===== src/sv/bsi_pkg.sv =====
package bsi_pkg;

    typedef enum logic [4:0] {
        ST_INIT,
        ST_IDLE,
        ST_CONN,
        ST_READ,
        ST_ITER,
        ST_A_RD,
        ST_A_ACC,
        ST_A_LNK,
        ST_A_LNK2,
        ST_A_MUL,
        ST_A_MW,
        ST_A_ADD,
        ST_A_WR,
        ST_B_RD,
        ST_B_MUL,
        ST_B_MW,
        ST_B_UPD,
        ST_C_RD,
        ST_C_CHK,
        ST_C_SRD,
        ST_C_DIV,
        ST_C_DWT,
        ST_CLR,
        ST_DONE
    } t_state;

    localparam logic [1:0] CMD_LOAD_ENTRY = 2'd0;
    localparam logic [1:0] CMD_LOAD_CONN  = 2'd1;
    localparam logic [1:0] CMD_RUN        = 2'd2;
    localparam logic [1:0] CMD_READ       = 2'd3;

    localparam logic [1:0] KIND_INTERIOR  = 2'd0;
    localparam logic [1:0] KIND_BOUNDARY  = 2'd2;

    localparam logic [1:0] CFG_OMEGA      = 2'd0;
    localparam logic [1:0] CFG_TOLERANCE  = 2'd1;
    localparam logic [1:0] CFG_MAX_ITER   = 2'd2;
    localparam logic [1:0] CFG_COUNT      = 2'd3;

    localparam int VAL_W  = 32;
    localparam int RND_W  = 36;
    localparam int ACC_W  = 44;
    localparam int SUM_W  = 40;
    localparam int NUM_W  = 60;
    localparam int FRAC_W = 28;
    localparam int WIDE_W = 48;
    localparam int LINK_W = 12;
    localparam int SUP_W  = 10;
    localparam int KIND_W = 2;

    localparam logic signed [WIDE_W-1:0] S32_MAX = 48'sh0000_7FFF_FFFF;
    localparam logic signed [WIDE_W-1:0] S32_MIN = -48'sh0000_8000_0000;
    localparam logic signed [WIDE_W-1:0] S40_MAX = 48'sh007F_FFFF_FFFF;
    localparam logic signed [WIDE_W-1:0] S40_MIN = -48'sh0080_0000_0000;

    function automatic logic signed [VAL_W-1:0] sat32(input logic signed [WIDE_W-1:0] v);
        logic signed [VAL_W-1:0] r;
        if (v > S32_MAX) begin
            r = S32_MAX[VAL_W-1:0];
        end else if (v < S32_MIN) begin
            r = S32_MIN[VAL_W-1:0];
        end else begin
            r = v[VAL_W-1:0];
        end
        return r;
    endfunction

    function automatic logic signed [SUM_W-1:0] sat40(input logic signed [WIDE_W-1:0] v);
        logic signed [SUM_W-1:0] r;
        if (v > S40_MAX) begin
            r = S40_MAX[SUM_W-1:0];
        end else if (v < S40_MIN) begin
            r = S40_MIN[SUM_W-1:0];
        end else begin
            r = v[SUM_W-1:0];
        end
        return r;
    endfunction

endpackage


===== src/sv/bsi_mul.sv =====
module bsi_mul
    import bsi_pkg::*;
(
    input  logic                    i_clk,
    input  logic signed [VAL_W-1:0] i_a,
    input  logic signed [VAL_W-1:0] i_b,
    output logic signed [RND_W-1:0] o_rnd
);

    localparam logic signed [2*VAL_W-1:0] HALF = 64'sd1 <<< (FRAC_W - 1);

    logic signed [2*VAL_W-1:0] r_prod;
    logic signed [2*VAL_W-1:0] sum;
    logic signed [RND_W-1:0]   r_rnd;

    // round half up, then floor shift
    assign sum = r_prod + HALF;

    always_ff @(posedge i_clk) begin
        r_prod <= i_a * i_b;
        r_rnd  <= sum[2*VAL_W-1:FRAC_W];
    end

    assign o_rnd = r_rnd;

endmodule


===== config.mk =====
export PLATFORM = sky130hd
export DESIGN_NAME = bsi_mul
export DESIGN_NICKNAME = d
export VERILOG_FILES = /design/src/sv/bsi_pkg.sv /design/src/sv/bsi_mul.sv
export SDC_FILE = /design/constraint.sdc
export NUM_CORES = 2
export LEC_CHECK = 0
export BUFFER_PORTS_ARGS = -buffer_cell sky130_fd_sc_hd__clkbuf_2
export CORE_AREA = 2 2 264 266
export DETAILED_ROUTE_END_ITERATION = 10
export DIE_AREA = 0 0 266 268
export PLACE_DENSITY = 0.71
export SYNTH_ARGS = -nofsm -noshare
export SYNTH_HDL_FRONTEND = slang
export SYNTH_SLANG_ARGS = --single-unit

===== constraint.sdc =====
create_clock -name i_clk -period 10 [get_ports i_clk]
set_input_delay 2 -clock i_clk [delete_from_list [all_inputs] [get_ports i_clk]]
set_output_delay 2 -clock i_clk [all_outputs]
set_load 0.03 [all_outputs]

# Word-level counts from Yosys, hierarchy flattened
# Cells that the tools add are included.
# op_classes
n_addsub,1
mul,1
div,0
n_lt_le_gt_ge,0
n_eq_ne,0
shift,0
n_mux,0
n_bitwise,0
reduce_logical,0
# op_table
cell,count
"adder 64 x 29 -> 64 bit, second input constant",1
multiplier 32 x 32 -> 64 bit,1
# totals
regBits,100
latch_bits,0
ram_bits,0
mem_bits_ro,0
out_inout_bits,36
elab_cells,4
n_memories,0

# Depth between registers and ports, before layout
# depth
ltp_word,1
ltp_mapped,27
ltp_nobuf,26

# Worst setup path before layout
# No wires, ideal clock.
# synth_timing
kind,input to register
from,input port i_a[31]
to,register r_prod[61]
setup_ps,119
arrival_ps,9031
setup_slack_ps,850
stages,26
path_cell_list,clkbuf_1 > nand2_1 > inv_1 > fa_1 > inv_1 > fa_1 > inv_1 > fa_1 > fa_1 > inv_1 > fa_1 > inv_1 > fa_1 > fa_1 > fa_1 > ha_1 > clkbuf_1 > a21oi_1 > o21ai_0 > a21oi_1 > o21ai_0 > a21oi_1 > o21ai_0 > a21oi_1 > and2_1 > o221a_2
# synth_via
elab_chain_len,1
# synth_lines
element,line_no,text
from (decl),bsi_mul.sv:5,"input logic signed [VAL_W-1:0] i_a,"
multiplier 32 x 32 -> 64 bit,bsi_mul.sv:20,r_prod <= i_a * i_b;
to (signal assigned),bsi_mul.sv:20,
to (decl),bsi_mul.sv:12,logic signed [2*VAL_W-1:0] r_prod;
# No other way between the ends.

# Worst setup path in the final report
# layout_timing
from,input port i_b[8]
to,register r_prod[63]
# layout_via
elab_chain_len,1
# layout_lines
element,line_no,text
from (decl),bsi_mul.sv:6,"input logic signed [VAL_W-1:0] i_b,"
multiplier 32 x 32 -> 64 bit,bsi_mul.sv:20,
# No other way between the ends.

==> metrics.txt <==
GRT Residual Overflow=0; ys async rst share=0%; clk sink count=73; gpl congestion=0.909; drt first pass iters=5; CTS H-Tree Depth=3; yosys warns=0; hpwl dp=82,000 um; cell taking the most area after synthesis=fa_1; EDFF count, synth=0; vias in the first global route=29,884; Area growth syn-to-layout=4.97%; Crit path arrival time=9690 ps; WL met2=51,000 um; Die ar.=0.0713 mm2; Max Used Layer=met5; share of layout cells above drive strength 1=5.64%; Post-synth top cells=fa_1 (1,081), inv_1 (939), nand2_1 (522), and2_1 (517), clkbuf_1 (193); Nets=5,207; # DRC=0; pin count of the biggest net entering global routing=33; CTS resizes=0; Synth top area share=58.1%; slew at the pin closest to its max-slew limit=918 ps; post-synthesis cell type count=52; clk root buf=clkbuf_16; Final Hold Vio Count=0; maximum fanout along the worst path=23; Worst Setup Start Kind=input port; Mapped Avg Cell Area=9.61 um2; Chip Height=268 um; Post-CTS Setup Inserts=0; Core ar.=0.0682 mm2; largest cells by area after synthesis=fa_1 (58%), inv_1 (9.5%), and2_1 (8.7%); Initial Util=54.6%; CTS tree=done; FMAX=0.105 GHz; Site Rows=96; RSZ-0062 raised after global routing=no; Tcrit/Tclk final=94.8%; Detailed Route Iter0 Violations=1,208; Port-buffer cells=100; CP Capture Type=flip-flop; Fin Hold WS=449 ps; Clk Latency, worst-skew pair=330 ps; Max-cap violations=0; # IOs=101; final setup fails=0; Mapped Nets=5,206; Syn Inst Count=3,879; Post-synth top flop=dfxtp_1; final slew viol count=0; Clk pin slew, worst setup/hold paths=60 ps; relative slew slack=38.8%; ANT nets after route=0; Die Span X=266 um; WL met1=34,700 um; GR Util All Layers=29.4%; post-layout util=57.3%; Routed WL per cell=20.4 um; Clock Skews=7.04 ps; hold crit path type=reg -> reg; vias post-DR=25,919; fin crit period=9480 ps; antenna violations before repair=6; WL met3=4670 um; CTS Hold Bufs=0; CP required=10,210 ps; vias per cell=5.44; CTS Buf Count=9; status=complete, no violations; Synth Register Bits=73; Routed WL=97,300 um; setup TNS=0 ps; Seq/Total Area, Yosys=3.92%; synthesized area=0.0373 mm2; CTS Buffer Depth=2; kind of critical path=in -> reg; most frequent cell after synthesis=fa_1; first-pass GRT wire length=159,000 um
## worst max-delay path: stages
cell      delay [ps]
clkbuf_2         540
nand2_1          270
fa_1             790
inv_1            100
fa_1             530
inv_1             60
fa_1             490
fa_1             510
inv_1             50
fa_1             620
fa_1             450
fa_1             520
fa_1             420
ha_1             380
a21o_1           210
a21o_1           170
a21oi_1          190
nand2_1          130
a211oi_2         430
nor2_1           200
a211oi_1         350
o31ai_1          140
xnor2_1          140
## metal layers
metal	up-vias	GRT usage, %
met5	-	0
met4	6	16.7
met3	338	2.90
met2	900	54.1
met1	13672	33.4
li1	11003	-
## layout by cell type, fill, tap and decap left out, types with 5 or more instances in the layout
cell       Yosys  layout
a211oi_1       6       5
a21o_1        23      23
a21oi_1       54      54
and2_1       517     517
and3_1        15      15
and4_1         6       6
buf_4          0      87
clkbuf_16      0       9
clkbuf_2       1     100
dfxtp_1       73      73
fa_1        1081    1080
ha_1         181     181
inv_1        939     939
nand2_1      522     522
nand2b_1       9       9
nand3_1       22      22
nand4_1       15      15
nor2_1        46      46
o211ai_1       8       8
o21ai_0       22      22
o21bai_1      10      10
xnor2_1       59      59
xor2_1        28      28
## through the flow
step	std cells	cell area, um2	worst slack (ps)
finish	4768	39100	520
global route	4767	39100	180
CTS	4766	39100	286
detailed placement	4751	38800	0.840
global placement	4751	38800	91.7
floorplan	3879	37300	850
## final cells by class
type / instances / area [um2]
Multi-Input combinational cell: 2667 / 31500
Inverter: 940 / 3530
Antenna cell: 2 / 5.00
Fill cell: 5988 / 29100
Sequential cell: 73 / 1460
Clock buffer: 9 / 225
Timing Repair Buffer: 189 / 1190
Clock inverter: 6 / 68.8
Tap cell: 882 / 1100
## final timing paths
| check | startpoint | cells after the start | to | slack, ps |
|---|---|---|---|---|
| setup reg to reg | r_prod[29] | 9 | o_rnd[34] | 7660 |
| hold / removal | r_prod[63] | 1 | o_rnd[35] | 450 |
| setup / recovery | i_b[8] | 23 | r_prod[63] | 520 |
| hold reg to reg | r_prod[63] | 1 | o_rnd[35] | 450 |
## registers in the layout, indices dropped and copies added (netlist names)
signal,count
r_prod,37
o_rnd,36
## logic make-up (layout without fill, tap and decap cells)
kind of cell             after synthesis  in the layout  share of synthesized area (%)
AND/OR/NAND/NOR                     1166           1166                           15.8
XOR/XNOR                              87             87                           2.04
flip-flops                            73             73                           3.92
buffers and inverters               1139           1144                           11.5
adder cells (fa/ha/maj)             1262           1262                           64.1
AO/OA/AOI/OAI                        152            152                           2.63
other                                  0              2                              0
Power is left out: the tool's default activity adds up to more than one toggle a clock period on the data nets, which glitch-free logic cannot reach.
