## src/sv/bsi_pkg.sv

```systemverilog
package bsi_pkg;

    typedef enum logic [4:0] {
        ST_INIT,
        ST_IDLE,
        ST_CONN,
        ST_READ,
        ST_ITER,
        ST_A_RD,
        ST_A_ACC,
        ST_A_LNK,
        ST_A_LNK2,
        ST_A_MUL,
        ST_A_MW,
        ST_A_ADD,
        ST_A_WR,
        ST_B_RD,
        ST_B_MUL,
        ST_B_MW,
        ST_B_UPD,
        ST_C_RD,
        ST_C_CHK,
        ST_C_SRD,
        ST_C_DIV,
        ST_C_DWT,
        ST_CLR,
        ST_DONE
    } t_state;

    localparam logic [1:0] CMD_LOAD_ENTRY = 2'd0;
    localparam logic [1:0] CMD_LOAD_CONN  = 2'd1;
    localparam logic [1:0] CMD_RUN        = 2'd2;
    localparam logic [1:0] CMD_READ       = 2'd3;

    localparam logic [1:0] KIND_INTERIOR  = 2'd0;
    localparam logic [1:0] KIND_BOUNDARY  = 2'd2;

    localparam logic [1:0] CFG_OMEGA      = 2'd0;
    localparam logic [1:0] CFG_TOLERANCE  = 2'd1;
    localparam logic [1:0] CFG_MAX_ITER   = 2'd2;
    localparam logic [1:0] CFG_COUNT      = 2'd3;

    localparam int VAL_W  = 32;
    localparam int RND_W  = 36;
    localparam int ACC_W  = 44;
    localparam int SUM_W  = 40;
    localparam int NUM_W  = 60;
    localparam int FRAC_W = 28;
    localparam int WIDE_W = 48;
    localparam int LINK_W = 12;
    localparam int SUP_W  = 10;
    localparam int KIND_W = 2;

    localparam logic signed [WIDE_W-1:0] S32_MAX = 48'sh0000_7FFF_FFFF;
    localparam logic signed [WIDE_W-1:0] S32_MIN = -48'sh0000_8000_0000;
    localparam logic signed [WIDE_W-1:0] S40_MAX = 48'sh007F_FFFF_FFFF;
    localparam logic signed [WIDE_W-1:0] S40_MIN = -48'sh0080_0000_0000;

    function automatic logic signed [VAL_W-1:0] sat32(input logic signed [WIDE_W-1:0] v);
        logic signed [VAL_W-1:0] r;
        if (v > S32_MAX) begin
            r = S32_MAX[VAL_W-1:0];
        end else if (v < S32_MIN) begin
            r = S32_MIN[VAL_W-1:0];
        end else begin
            r = v[VAL_W-1:0];
        end
        return r;
    endfunction

    function automatic logic signed [SUM_W-1:0] sat40(input logic signed [WIDE_W-1:0] v);
        logic signed [SUM_W-1:0] r;
        if (v > S40_MAX) begin
            r = S40_MAX[SUM_W-1:0];
        end else if (v < S40_MIN) begin
            r = S40_MIN[SUM_W-1:0];
        end else begin
            r = v[SUM_W-1:0];
        end
        return r;
    endfunction

endpackage

```

## src/sv/bsi_div.sv

```systemverilog
module bsi_div
    import bsi_pkg::*;
(
    input  logic                    i_clk,
    input  logic                    i_rst_n,
    input  logic                    i_start,
    input  logic signed [NUM_W-1:0] i_num,
    input  logic signed [SUM_W-1:0] i_den,
    output logic                    o_done,
    output logic signed [VAL_W-1:0] o_quot
);

    localparam int CNT_W = $clog2(NUM_W);
    localparam logic [CNT_W-1:0] LAST = CNT_W'(NUM_W - 1);
    localparam logic [NUM_W-1:0] POS_LIM = NUM_W'(64'h7FFF_FFFF);
    localparam logic [NUM_W-1:0] NEG_LIM = NUM_W'(64'h8000_0000);

    logic             r_busy;
    logic             r_done;
    logic [CNT_W-1:0] r_cnt;
    logic [NUM_W-1:0] r_q;
    logic [SUM_W-1:0] r_rem;
    logic [SUM_W-1:0] r_dm;
    logic             r_neg;
    logic [SUM_W:0]   trial;
    logic [SUM_W:0]   diff;
    logic             take;
    logic [NUM_W-1:0] num_mag;
    logic [SUM_W-1:0] den_mag;

    assign num_mag = i_num[NUM_W-1] ? NUM_W'(-i_num) : NUM_W'(i_num);
    assign den_mag = i_den[SUM_W-1] ? SUM_W'(-i_den) : SUM_W'(i_den);
    assign trial   = {r_rem, r_q[NUM_W-1]};
    assign diff    = trial - {1'b0, r_dm};
    assign take    = trial >= {1'b0, r_dm};

    always_ff @(posedge i_clk) begin
        if (!i_rst_n) begin
            r_busy <= 1'b0;
            r_done <= 1'b0;
        end else begin
            r_done <= 1'b0;
            if (i_start) begin
                r_busy <= 1'b1;
            end else if (r_busy && r_cnt == LAST) begin
                r_busy <= 1'b0;
                r_done <= 1'b1;
            end
        end
    end

    // one quotient bit a cycle, restoring
    always_ff @(posedge i_clk) begin
        if (i_start) begin
            r_q   <= num_mag;
            r_rem <= '0;
            r_dm  <= den_mag;
            r_neg <= i_num[NUM_W-1] ^ i_den[SUM_W-1];
            r_cnt <= '0;
        end else if (r_busy) begin
            r_q   <= {r_q[NUM_W-2:0], take};
            r_rem <= take ? diff[SUM_W-1:0] : trial[SUM_W-1:0];
            r_cnt <= r_cnt + 1'b1;
        end
    end

    always_comb begin
        if (r_neg) begin
            o_quot = (r_q > NEG_LIM) ? S32_MIN[VAL_W-1:0] : VAL_W'(-r_q[VAL_W-1:0]);
        end else begin
            o_quot = (r_q > POS_LIM) ? S32_MAX[VAL_W-1:0] : r_q[VAL_W-1:0];
        end
    end

    assign o_done = r_done;

endmodule

```

## config.mk

```make
export PLATFORM = sky130hd
export DESIGN_NAME = bsi_div
export DESIGN_NICKNAME = d
export VERILOG_FILES = /design/src/sv/bsi_pkg.sv /design/src/sv/bsi_div.sv
export SDC_FILE = /design/constraint.sdc
export NUM_CORES = 1
export LEC_CHECK = 0
export BUFFER_PORTS_ARGS = -buffer_cell sky130_fd_sc_hd__buf_2
export CAP_MARGIN = 20
export CORE_UTILIZATION = 45
export CTS_BUF_LIST = sky130_fd_sc_hd__clkbuf_16
export CTS_CLUSTER_SIZE = 12
export DETAILED_ROUTE_END_ITERATION = 12
export PLACE_DENSITY = 0.62
export SETUP_SLACK_MARGIN = 0.02
export SLEW_MARGIN = 20
export SYNTH_ARGS = -nofsm -noshare
export SYNTH_HDL_FRONTEND = slang
export SYNTH_SLANG_ARGS = --single-unit
```

## constraint.sdc

```tcl
create_clock -name i_clk -period 4.84 [get_ports i_clk]
set_input_delay 0.242 -clock i_clk [delete_from_list [all_inputs] [get_ports i_clk]]
set_output_delay 0.242 -clock i_clk [all_outputs]
set_load 0.02 [all_outputs]
```

# Word-level counts from Yosys, hierarchy flattened
# Index checks and enable logic that the tools add are counted.
# word_totals
register_bits	149
latchBits	0
ramBits	0
mem_bits_ro	0
input_bits	103
output_inout_bits	33
elab_cells	34
n_memories	0
# op_classes
n_addsub	5
multipliers	0
div	0
magnitude_cmp	3
eq_ne	1
n_shift	0
n_mux	11
n_bitwise	2
reduce_logical	4
# op_table
operator	n
$mux W60	3
$mux W32	3
$gt A60 B31 Y1 const B	1
$gt A60 B32 Y1 const B	1
$neg A60 Y60	1
$ge A41 B40 Y1	1
$mux W40	1
$neg A40 Y40	1
$sub A40 B40 Y40	1
$mux W39	1
$neg A32 Y32	1
$add A6 B1 Y6 const B	1
$eq A6 B6 Y1 const B	1
$reduce_bool A2 Y1	2
$mux W1	3
$reduce_or A2 Y1	1
$logic_and A1 B1 Y1	1
$not A1 Y1	1
$xor A1 B1 Y1	1

# Logic depth before layout (Yosys ltp)
# Gate-level depths: netlist (run 1).
# depth
depth_word	4
ltp_mapped	14
ltp_nobuf	13

# Least setup slack after synthesis (run 1)
# Ideal clock, no wire load.
# synth_timing
kind	reg2out
start	register r_q[1]
end	output o_quot[19]
arrival_ns	3.564
setup_slack_ns	1.034
path_stages_with_launch	14
path_cell_list	edfxtp_1 > inv_1 > ha_1 > or3b_1 > or4_4 > nor3_2 > nand4b_1 > or4_1 > o21ai_1 > and2_1 > buf_4 > nand2_4 > buf_2 > o311ai_1
# synth_between
elab_chain_len	3
# synth_rtl
element	line_no	source
start, declared	bsi_div.sv:21	logic [NUM_W-1:0] r_q;
start signal, assigned	bsi_div.sv:55	r_q <= num_mag;
start signal, assigned	bsi_div.sv:61	r_q <= {r_q[NUM_W-2:0], take};
$gt A60 B31 Y1 (tied with other cells)	bsi_div.sv:71	o_quot = (r_q > POS_LIM) ? S32_MAX[VAL_W-1:0] : r_q[VAL_W-1:0];
$mux W32 (on tied branches)	bsi_div.sv:71, bsi_div.sv:69	
$mux W32 (*)	bsi_div.sv:68	if (r_neg) begin
end, declared	bsi_div.sv:10	output logic signed [VAL_W-1:0] o_quot
# Mark *: on every way between the ends. The rest lies on a longest branch, timed or not.

# Worst setup path in the final report (run 1)
# layout_timing
start	register r_q[1]
end	output o_quot[16]
# Same word-level chain as after synthesis.

==> run metrics, run 1 <==
reg2reg end r_rem[38]; Die Y about 160 um; top cells by count, synth nor2_1 (152), a21oi_1 (130), nand2_1 (104), edfxtp_1 (101), o21ai_0 (75); clock transition at the registers of the reported paths ~60 ps; share of layout cells above drive strength 1 between 10% and 20%; Post-synth EDFFs ~100; DRT iter0 DRCs around 750; Reg-to-Reg Start r_dm[17]; critical path peak fanout 27; max cap viols 0; CTS Hold Bufs 0; Tcrit/Tclk final 93.6%; I/O Buffers ~140; first-pass GRT wire length between 40 and 50 mm; Vias roughly 9.4k; Placeable Area roughly 24000 sq um; CTS tree done; total grt overflow 0; pwr/cell area approximately 320 nW/um^2; required time of the critical path 4600 ps; Final HPWL DP 19.1 mm; count of final setup violators 0; die area 24900 sq um; root buf cell clkbuf_16; Achievable Freq between 0.2 and 0.25 GHz; first-pass detailed-route iteration total 5; fin crit period 4530 ps; P&R area growth vs syn 13.6%; P_leak 4.94 nW; gate count of the mapped netlist between 1k and 1.5k; count of nets after finishing between 1.5k and 2k; hold crit path type input port to flop; I/O Pins ~140; Final Max Slew Viols 0; Yosys cell types 77; kind of start point of the critical path flop; total CTS buffers 17; Synth area leader edfxtp_1; vias in the first global route ~8.6k; Placed Cells incl. Taps 1687; FFs w/ async S/R, synth 0%; R2R cell count 11; most common cell in the netlist nor2_1; measured slew at the worst slew-check pin about 1000 ps; antenna violations before repair 0; FF-to-FF setup slack approximately 1100 ps; Setup crit end o_quot[16]; final antenna-violating net count 0; Setup CP Type flop to output pin; CTS H-tree depth 4; final wirelength 25.8 mm; Setup Skew roughly 14 ps; Synth area leaders edfxtp_1 (28%), dfxtp_1 (8.8%), a21oi_1 (6.0%); Synth Net Count around 1.4k; GRT Util Overall between 20% and 30%; Final Non-Filler Cells about 1.7k; outcome finished clean; Worst slew margin 33.5%; top cell type's share of synthesized area between 20 and 30%; Hold Path Depth 2; Resize count post-CTS 0; Hold Violations, Final 0; post-CTS setup buffer count 0; maximum clock path buffer count 2; clk sinks around 150; Routed WL per cell about 15 um; detail-routed via count per cell 5.48; placer's final routability congestion estimate just over 0.8; sequential element share of the synthesized area roughly 37%; largest net degree at the start of global routing 111; worst skew pair latency 430 ps; RSZ-0062 raised after global routing no; Worst Path Arrival between 4000 and 5000 ps; Die W roughly 160 um; DRC errors left 0; mapped cell area about 11000 sq um; number of synthesized register bits about 150; setup TNS 0 ps; Peak supply drop between 0.00015 and 0.0002 V; dominant synthesized flop cell edfxtp_1; synthesized area per cell 8.52 sq um; crit path launch r_q[1]; starting density of the core 46.3%; Hold Worst Slack about 31 ps; Synth Warn # 0; Worst Setup End Kind output pin; Std-Cell Rows 56
==> final cells by class <==
type | instances | area [sq um]
Sequential cell | 149 | 4000
Clock buffer | 17 | 425
Multi-Input combinational cell | 1004 | 6430
Antenna cell | 1 | 2.50
Inverter | 68 | 255
Fill cell | 2289 | 11200
Clock inverter | 15 | 120
Tap cell | 319 | 399
Timing Repair Buffer | 147 | 785
==> kinds of logic (layout without fill, tap and decap cells) <==
logic type               count (synthesis)  in the layout  share of synthesized area, %
adder cells (fa/ha/maj)                 45             45                          5.22
flip-flops                             149            149                          36.6
other                                    0              1                             0
AO/OA/AOI/OAI                          379            379                          21.9
multiplexers                            16             16                          1.49
AND/OR/NAND/NOR                        431            431                          19.5
buffers and inverters                  129            247                          4.68
XOR/XNOR                               133            133                          10.7
==> worst min-delay path by stage <==
stage	from	endpoint
after floorplan	i_den[0]	r_dm[0]
after global placement	r_rem[14]	r_rem[14]
after detailed placement	i_den[0]	r_dm[0]
after CTS	i_den[0]	r_dm[0]
after global routing	i_den[0]	r_dm[0]
final	i_rst_n	o_done
==> state kept, by name, indices dropped and copies added, names as in the netlist <==
signal,count
o_done,1
r_busy,1
r_cnt,6
r_dm,40
r_neg,1
r_q,60
r_rem,40
==> report_power, final <==
part / internal [W] / switching [W]
sequential: 0.00152 / 0.000108
clock: 0.000666 / 0.000572
combinational: 0.000433 / 0.000626
==> per-stage QoR <==
stage               worst slack, ps  util (%)  power (W)  cell area [sq um]
floorplan                      1030         -    0.00240              10900
global placement                856      50.2    0.00269              11900
detailed placement              763      50.2    0.00270              11900
CTS                             299      52.5    0.00395              12400
global route                   49.2      52.5    0.00415              12400
finish                          312      52.6    0.00392              12400
==> worst max-delay path: stages, from the launching register on <==
cell      delay [ps]
edfxtp_1         450
inv_1             80
ha_1             170
or3b_1           420
or4_4            540
nor3_2           250
nand4b_1         140
or4_1            450
o21ai_1          160
and2_1           220
buf_4            220
nand2_4          190
a211oi_1         280
a211o_1          130
buf_2            150
==> cell usage in the layout (no fill, tap or decap), drive strengths merged, types with 14 or more instances in the layout <==
master / synthesis / routed
nor4: 18 / 18
dfxtp: 48 / 48
nor3: 28 / 28
xor2: 72 / 72
mux2i: 14 / 14
or3: 24 / 24
xnor2: 61 / 61
a21o: 22 / 22
nand3: 18 / 18
ha: 44 / 44
a211oi: 28 / 28
o311ai: 19 / 19
clkbuf: 50 / 17
o41ai: 15 / 15
nand2: 105 / 105
nor2: 152 / 152
buf: 11 / 147
a21oi: 131 / 131
or4: 17 / 17
o31ai: 29 / 29
edfxtp: 101 / 101
inv: 68 / 74
o21ai: 83 / 83
==> per-layer routing <==
metal  global-route usage [%]  wire [um]  share of wire [%]
met3                     2.74       1110                4.3
met2                     35.1      11800                 46
met5                        0          0                  0
met4                     5.27        278                1.1
met1                     29.3      12600                 49
Note: power is estimated with default switching activity, not from simulation.
==> run 2: changes to the inputs <==
==> constraint.sdc (replaced) <==
create_clock -name i_clk -period 4.84 [get_ports i_clk]
set_input_delay 0.484 -clock i_clk [delete_from_list [all_inputs] [get_ports i_clk]]
set_output_delay 0.484 -clock i_clk [all_outputs]
set_load 0.02 [all_outputs]
==> run 2 against run 1 <==
Power increased by 5.2%. Sequential share of layout area decreased by 0.31 points. Maximum frequency decreased by 2.0%. First-iteration DRC count increased by 9.9%. Final cell count unchanged. Register-to-register slack about the same. Clock power increased by 15%. Sequential cell count unchanged. Largest cell class unchanged. Largest power group unchanged.
==> run metrics, run 2 (synthesis results as in run 1) <==
outcome finished clean (unchanged); Hold Path Depth 2 (unchanged); Peak supply drop 0.000218 V (was 0.000183 V); Routed WL per cell 15.4 um (was 15.0 um); Worst slew margin 32.8% (was 33.5%); post-CTS setup buffer count 0 (unchanged); Die W 158 um (unchanged); R2R cell count 13 (was 11); CP max stage cell or4_4 (unchanged); maximum clock path buffer count 2 (unchanged); total power 0.00413 W (was 0.00392 W); max cap viols 0 (unchanged); die area 24900 sq um (unchanged); worst skew pair latency 440 ps (was 430 ps); total grt overflow 0 (unchanged); worst hold path endpoint o_done (unchanged); kind of start point of the critical path flop (unchanged); Worst Path Arrival 4140 ps (was 4290 ps); family with the most delay on the worst path simple AND/OR/NAND/NOR gates (unchanged); Sequential Area 4000 sq um (unchanged); placer's final routability congestion estimate 0.837 (was 0.831); setup TNS 0 ps (unchanged); reg2reg end r_rem[38] (unchanged); final wirelength 26.6 mm (was 25.8 mm); required time of the critical path 4360 ps (was 4600 ps); final setup margin 220 ps (was 312 ps); P_leak 5.00 nW (was 4.94 nW); CP Cell Sequence inv_1 > ha_1 > or3b_1 > or4_4 > nor3_4 > nand4b_1 > or4_1 > o21ai_2 > and2_2 > buf_6 > a21oi_1 > or2b_1 > o311ai_1 > buf_2 (was inv_1 > ha_1 > or3b_1 > or4_4 > nor3_2 > nand4b_1 > or4_1 > o21ai_1 > and2_1 > buf_4 > nand2_4 > a211oi_1 > a211o_1 > buf_2); first-pass GRT wire length 43.5 mm (was 42.4 mm); Util after Layout 53.1% (was 52.6%); measured slew at the worst slew-check pin 1010 ps (was 998 ps); I/O Pins 136 (unchanged); Vias 9635 (was 9423); leading cell type in the layout, fill and taps excluded nor2_1 (unchanged); max FFs per register 60 (unchanged); Achievable Freq 0.216 GHz (was 0.221 GHz); first-pass detailed-route iteration total 5 (unchanged); vias in the first global route 8806 (was 8596); Std-Cell Rows 56 (unchanged); Die Y 158 um (unchanged); DRC errors left 0 (unchanged); Placeable Area 23600 sq um (unchanged); n_diodes 0 (was 1); Setup Skew 11.6 ps (was 14.3 ps); Setup CP Type flop to output pin (unchanged); Hold Startpoint i_rst_n (unchanged); area taken by multi-input logic gates 6450 sq um (was 6430 sq um); Post-Place Worst Slack 621 ps (was 763 ps); biggest regs r_q (60), r_dm (40), r_rem (40) (unchanged); starting density of the core 46.3% (unchanged); CTS tree done (unchanged); count of nets after finishing 1536 (was 1535); Hold Violations, Final 0 (unchanged); share of layout cells above drive strength 1 14.8% (was 14.5%); I/O Buffers 135 (unchanged); count of final setup violators 0 (unchanged); post-route cell area 12500 sq um (was 12400 sq um); clk sinks 149 (unchanged); DRT iter0 DRCs 823 (was 749); Reg-to-Reg Start r_q[59] (was r_dm[17]); antenna violations before repair 0 (unchanged); CTS H-tree depth 4 (unchanged); Critical Path Max Stage Delay 550 ps (was 540 ps); final antenna-violating net count 0 (unchanged); hold crit path type input port to flop (unchanged); Final Max Slew Viols 0 (unchanged); fin crit period 4620 ps (was 4530 ps); Final HPWL DP 19.3 mm (was 19.1 mm); RSZ-0062 raised after global routing no (unchanged); detail-routed via count per cell 5.60 (was 5.48); commonest cells after routing, fill and taps aside nor2_1 (152), buf_2 (134), a21oi_1 (130) (unchanged); total CTS buffers 17 (unchanged); FF-to-FF setup slack 1130 ps (was 1120 ps); Tcrit/Tclk final 95.5% (was 93.6%); root buf cell clkbuf_16 (unchanged); CTS Hold Bufs 0 (unchanged); Worst Path Buf+Inv 3 (unchanged); pwr/cell area 329 nW/um^2 (was 316 nW/um^2); placed cell areas 11900 sq um (about the same); largest net degree at the start of global routing 83 (was 111); critical path peak fanout 13 (was 27); clock transition at the registers of the reported paths 70 ps (was 60 ps); P&R area growth vs syn 14.7% (was 13.6%); Worst Setup End Kind output pin (unchanged); GRT Util Overall 21.8% (was 21.3%); largest reg by FF count r_q (unchanged); # fillers 2292 (was 2289)
## run 2: changes by cell type in the layout (fill, tap and decap cells not counted), moves of 2 or more
cell | before | now
clkinv_2 | 2 | 0
inv_8 | 0 | 3
clkinvlp_4 | 3 | 0
bufinv_16 | 0 | 3
## run 2: what timing repair did
item | in CTS | in global routing
setup endpoints to repair | 0 | 25
endpoints found under the hold margin | 0 | 0
resized for setup | 0 | 6
## run 2: final cells by class
class | instances | share of cell area [%]
multi-input cells | 1004 | 51.5
well taps | 319 | 3.19
inverters | 68 | 2.04
clock buffers | 17 | 3.39
repair buffers | 148 | 6.35
flip-flops and latches | 149 | 31.9
clock inverters | 15 | 1.68
## run 2: worst max path at each step
stage | startpoint | endpoint | slack [ps] | cells after the start
after global routing | r_q[0] | o_quot[17] | 50 | 14
after global placement | r_q[1] | o_quot[17] | 760 | 14
after CTS | r_q[0] | o_quot[17] | 150 | 14
after detailed placement | r_q[0] | o_quot[17] | 620 | 14
final | r_q[0] | o_quot[17] | 220 | 14
after floorplan | r_q[1] | o_quot[19] | 790 | 13
## run 2: through the flow
stage          cells  hold slack, ps
2_1_floorplan   1282             442
3_3_place_gp    1688             461
3_5_place_dp    1688             466
4_1_cts         1720             252
5_1_grt         1720             255
6_report        1720             263
## run 2: per-layer routing
metal	vias up	share of wire, %	global-route usage (%)
li1	4904	-	-
met1	4489	49	29.4
met2	218	46	36.4
met3	24	4.0	3.34
met4	0	1.2	5.41
met5	-	0	0
## run 2: power breakdown
group          internal (W)  leakage (nW)  total [W]  switching (W)
Clock              0.000837         0.312    0.00143       0.000597
Combinational      0.000434          3.31    0.00107       0.000632
Sequential          0.00152          1.38    0.00163       0.000110
Total               0.00279          5.00    0.00413        0.00134
==> run 3: changes to the inputs <==
==> constraint.sdc (replaced) <==
create_clock -name i_clk -period 4.84 [get_ports i_clk]
set_input_delay 0.968 -clock i_clk [delete_from_list [all_inputs] [get_ports i_clk]]
set_output_delay 0.968 -clock i_clk [all_outputs]
set_load 0.02 [all_outputs]
==> run 3 against run 2 <==
The flow now finishes with violations (negative setup slack). Core utilization grew 0.93 points. Sequential cell count is the same. Clock power shrank 9.8%.
==> run metrics, run 3 (synthesis results as in run 1) <==
RSZ-0062 raised after global routing yes (was no); final wirelength 26.7 mm (was 26.6 mm); starting density of the core 46.3% (unchanged); Final Max Slew Viols 0 (unchanged); CTS H-tree depth 4 (unchanged); critical path peak fanout 7 (was 13); R2R cell count 11 (was 13); required time of the critical path 3870 ps (was 4360 ps); Placeable Area 23600 sq um (unchanged); fin crit period 4880 ps (was 4620 ps); Routed WL per cell 15.3 um (was 15.4 um); GRT Util Overall 21.7% (was 21.8%); Critical Path Max Stage Delay 530 ps (was 550 ps); biggest regs r_q (60), r_dm (40), r_rem (40) (unchanged); critical path's most frequent cell or4_4; DRC errors left 0 (unchanged); detail-routed via count per cell 5.60 (about the same); Hold Path Depth 2 (unchanged); max FFs per register 60 (unchanged); kind of start point of the critical path flop (unchanged); Die W 158 um (unchanged); post-route cell area 12800 sq um (was 12500 sq um); count of final setup violators 4 (was 0); outcome finished, violations left (was finished clean); maximum clock path buffer count 2 (unchanged); CP Cell Sequence inv_2 > ha_4 > or3b_4 > or4_4 > nor3_4 > nand4b_1 > or4_4 > o21ai_4 > and2_4 > buf_8 > buf_6 > a21o_1 > nand2_1 > o311ai_2 > buf_4 (was inv_1 > ha_1 > or3b_1 > or4_4 > nor3_4 > nand4b_1 > or4_1 > o21ai_2 > and2_2 > buf_6 > a21oi_1 > or2b_1 > o311ai_1 > buf_2); final antenna-violating net count 0 (unchanged); share of layout cells above drive strength 1 17.1% (was 14.8%); antenna violations before repair 0 (unchanged); failing checks negative setup slack; leading cell type in the layout, fill and taps excluded nor2_1 (unchanged); placed cell areas 11900 sq um (about the same); total CTS buffers 17 (unchanged); Std-Cell Rows 56 (unchanged); root buf cell clkbuf_16 (unchanged); largest reg by FF count r_q (unchanged); commonest cells after routing, fill and taps aside nor2_1 (152), a21oi_1 (130), buf_2 (121) (was nor2_1 (152), buf_2 (134), a21oi_1 (130)); largest net degree at the start of global routing 73 (was 83); I/O Buffers 135 (unchanged); vias in the first global route 8825 (was 8806); placer's final routability congestion estimate 0.872 (was 0.837); Hold Worst Slack 463 ps (was 263 ps); clock transition at the registers of the reported paths 60 ps (was 70 ps); measured slew at the worst slew-check pin 1030 ps (was 1010 ps); Die Y 158 um (unchanged); P&R area growth vs syn 16.7% (was 14.7%); die area 24900 sq um (unchanged); Vias 9744 (was 9635); setup TNS -134 ps (was 0 ps); clk sinks 149 (unchanged); Achievable Freq 0.205 GHz (was 0.216 GHz); count of nets after finishing 1556 (was 1536); P_leak 5.09 nW (was 5.00 nW); I/O Pins 136 (unchanged); first-pass detailed-route iteration total 5 (unchanged); Final HPWL DP 19.4 mm (was 19.3 mm); Worst slew margin 31.7% (was 32.8%); DRT iter0 DRCs 717 (was 823); Setup Skew 16.5 ps (was 11.6 ps); total grt overflow 0 (unchanged); Peak supply drop 0.000195 V (was 0.000218 V); Hold Violations, Final 0 (unchanged); Setup CP Type flop to output pin (unchanged); CTS tree done (unchanged); final setup margin -44.0 ps (was 220 ps); pwr/cell area 315 nW/um^2 (was 329 nW/um^2); Util after Layout 54.0% (was 53.1%); Worst Path Arrival 3920 ps (was 4140 ps); Worst Setup End Kind output pin (unchanged); first-pass GRT wire length 43.3 mm (was 43.5 mm); worst skew pair latency 430 ps (was 440 ps); hold crit path type flop to flop (was input port to flop); CP max stage cell or4_4 (unchanged); FF-to-FF setup slack 1140 ps (was 1130 ps); max cap viols 0 (unchanged); Tcrit/Tclk final 101% (was 95.5%)
-- run 3: area by class of cell --
class | instances | area (sq um)
diodes | 1 | 2.50
clock buffers | 17 | 425
clock inverters | 15 | 143
fillers | 2231 | 10900
inverters | 68 | 255
multi-input cells | 1004 | 6550
flip-flops and latches | 149 | 4000
well taps | 319 | 399
repair buffers | 168 | 977
-- run 3: repair_timing --
item,in CTS,in global routing
buffers inserted,9,10
hold buffers,0,0
gates resized for setup,20,26
pin swaps,9,13
endpoints found under the setup margin,30,30
-- run 3: metal layers --
layer | GRT usage (%) | part of all wire [%]
met5 | 0 | 0
met4 | 5.83 | 1.2
met3 | 2.71 | 3.7
met2 | 36.3 | 47
met1 | 29.4 | 48
-- run 3: path summary, 6_finish.rpt --
path / startpoint / end
setup / recovery: r_q[1] / o_quot[28]
setup reg to reg: r_dm[17] / r_rem[38]
hold / removal: r_rem[14] / r_rem[14]
hold reg to reg: r_rem[14] / r_rem[14]
-- run 3: power breakdown --
group / internal [W] / switching, W
Sequential: 0.00152 / 0.000109
Clock: 0.000720 / 0.000567
Combinational: 0.000455 / 0.000643
-- run 3: per-stage QoR --
step	setup WS [ps]	total power, W	cells
6_report	-44.0	0.00401	1741
4_1_cts	-24.1	0.00401	1730
5_1_grt	-197	0.00424	1740
2_1_floorplan	308	0.00240	1282
3_5_place_dp	257	0.00270	1689
3_3_place_gp	335	0.00269	1689
-- run 3: worst max-delay path, delay by kind of cell, from the launching register on --
family,cells,cell delay [ps]
buffers and inverters,4,550
adder cells (fa/ha/maj),1,140
flip-flops,1,430
AND/OR/NAND/NOR,7,2030
AO/OA/AOI/OAI,3,360
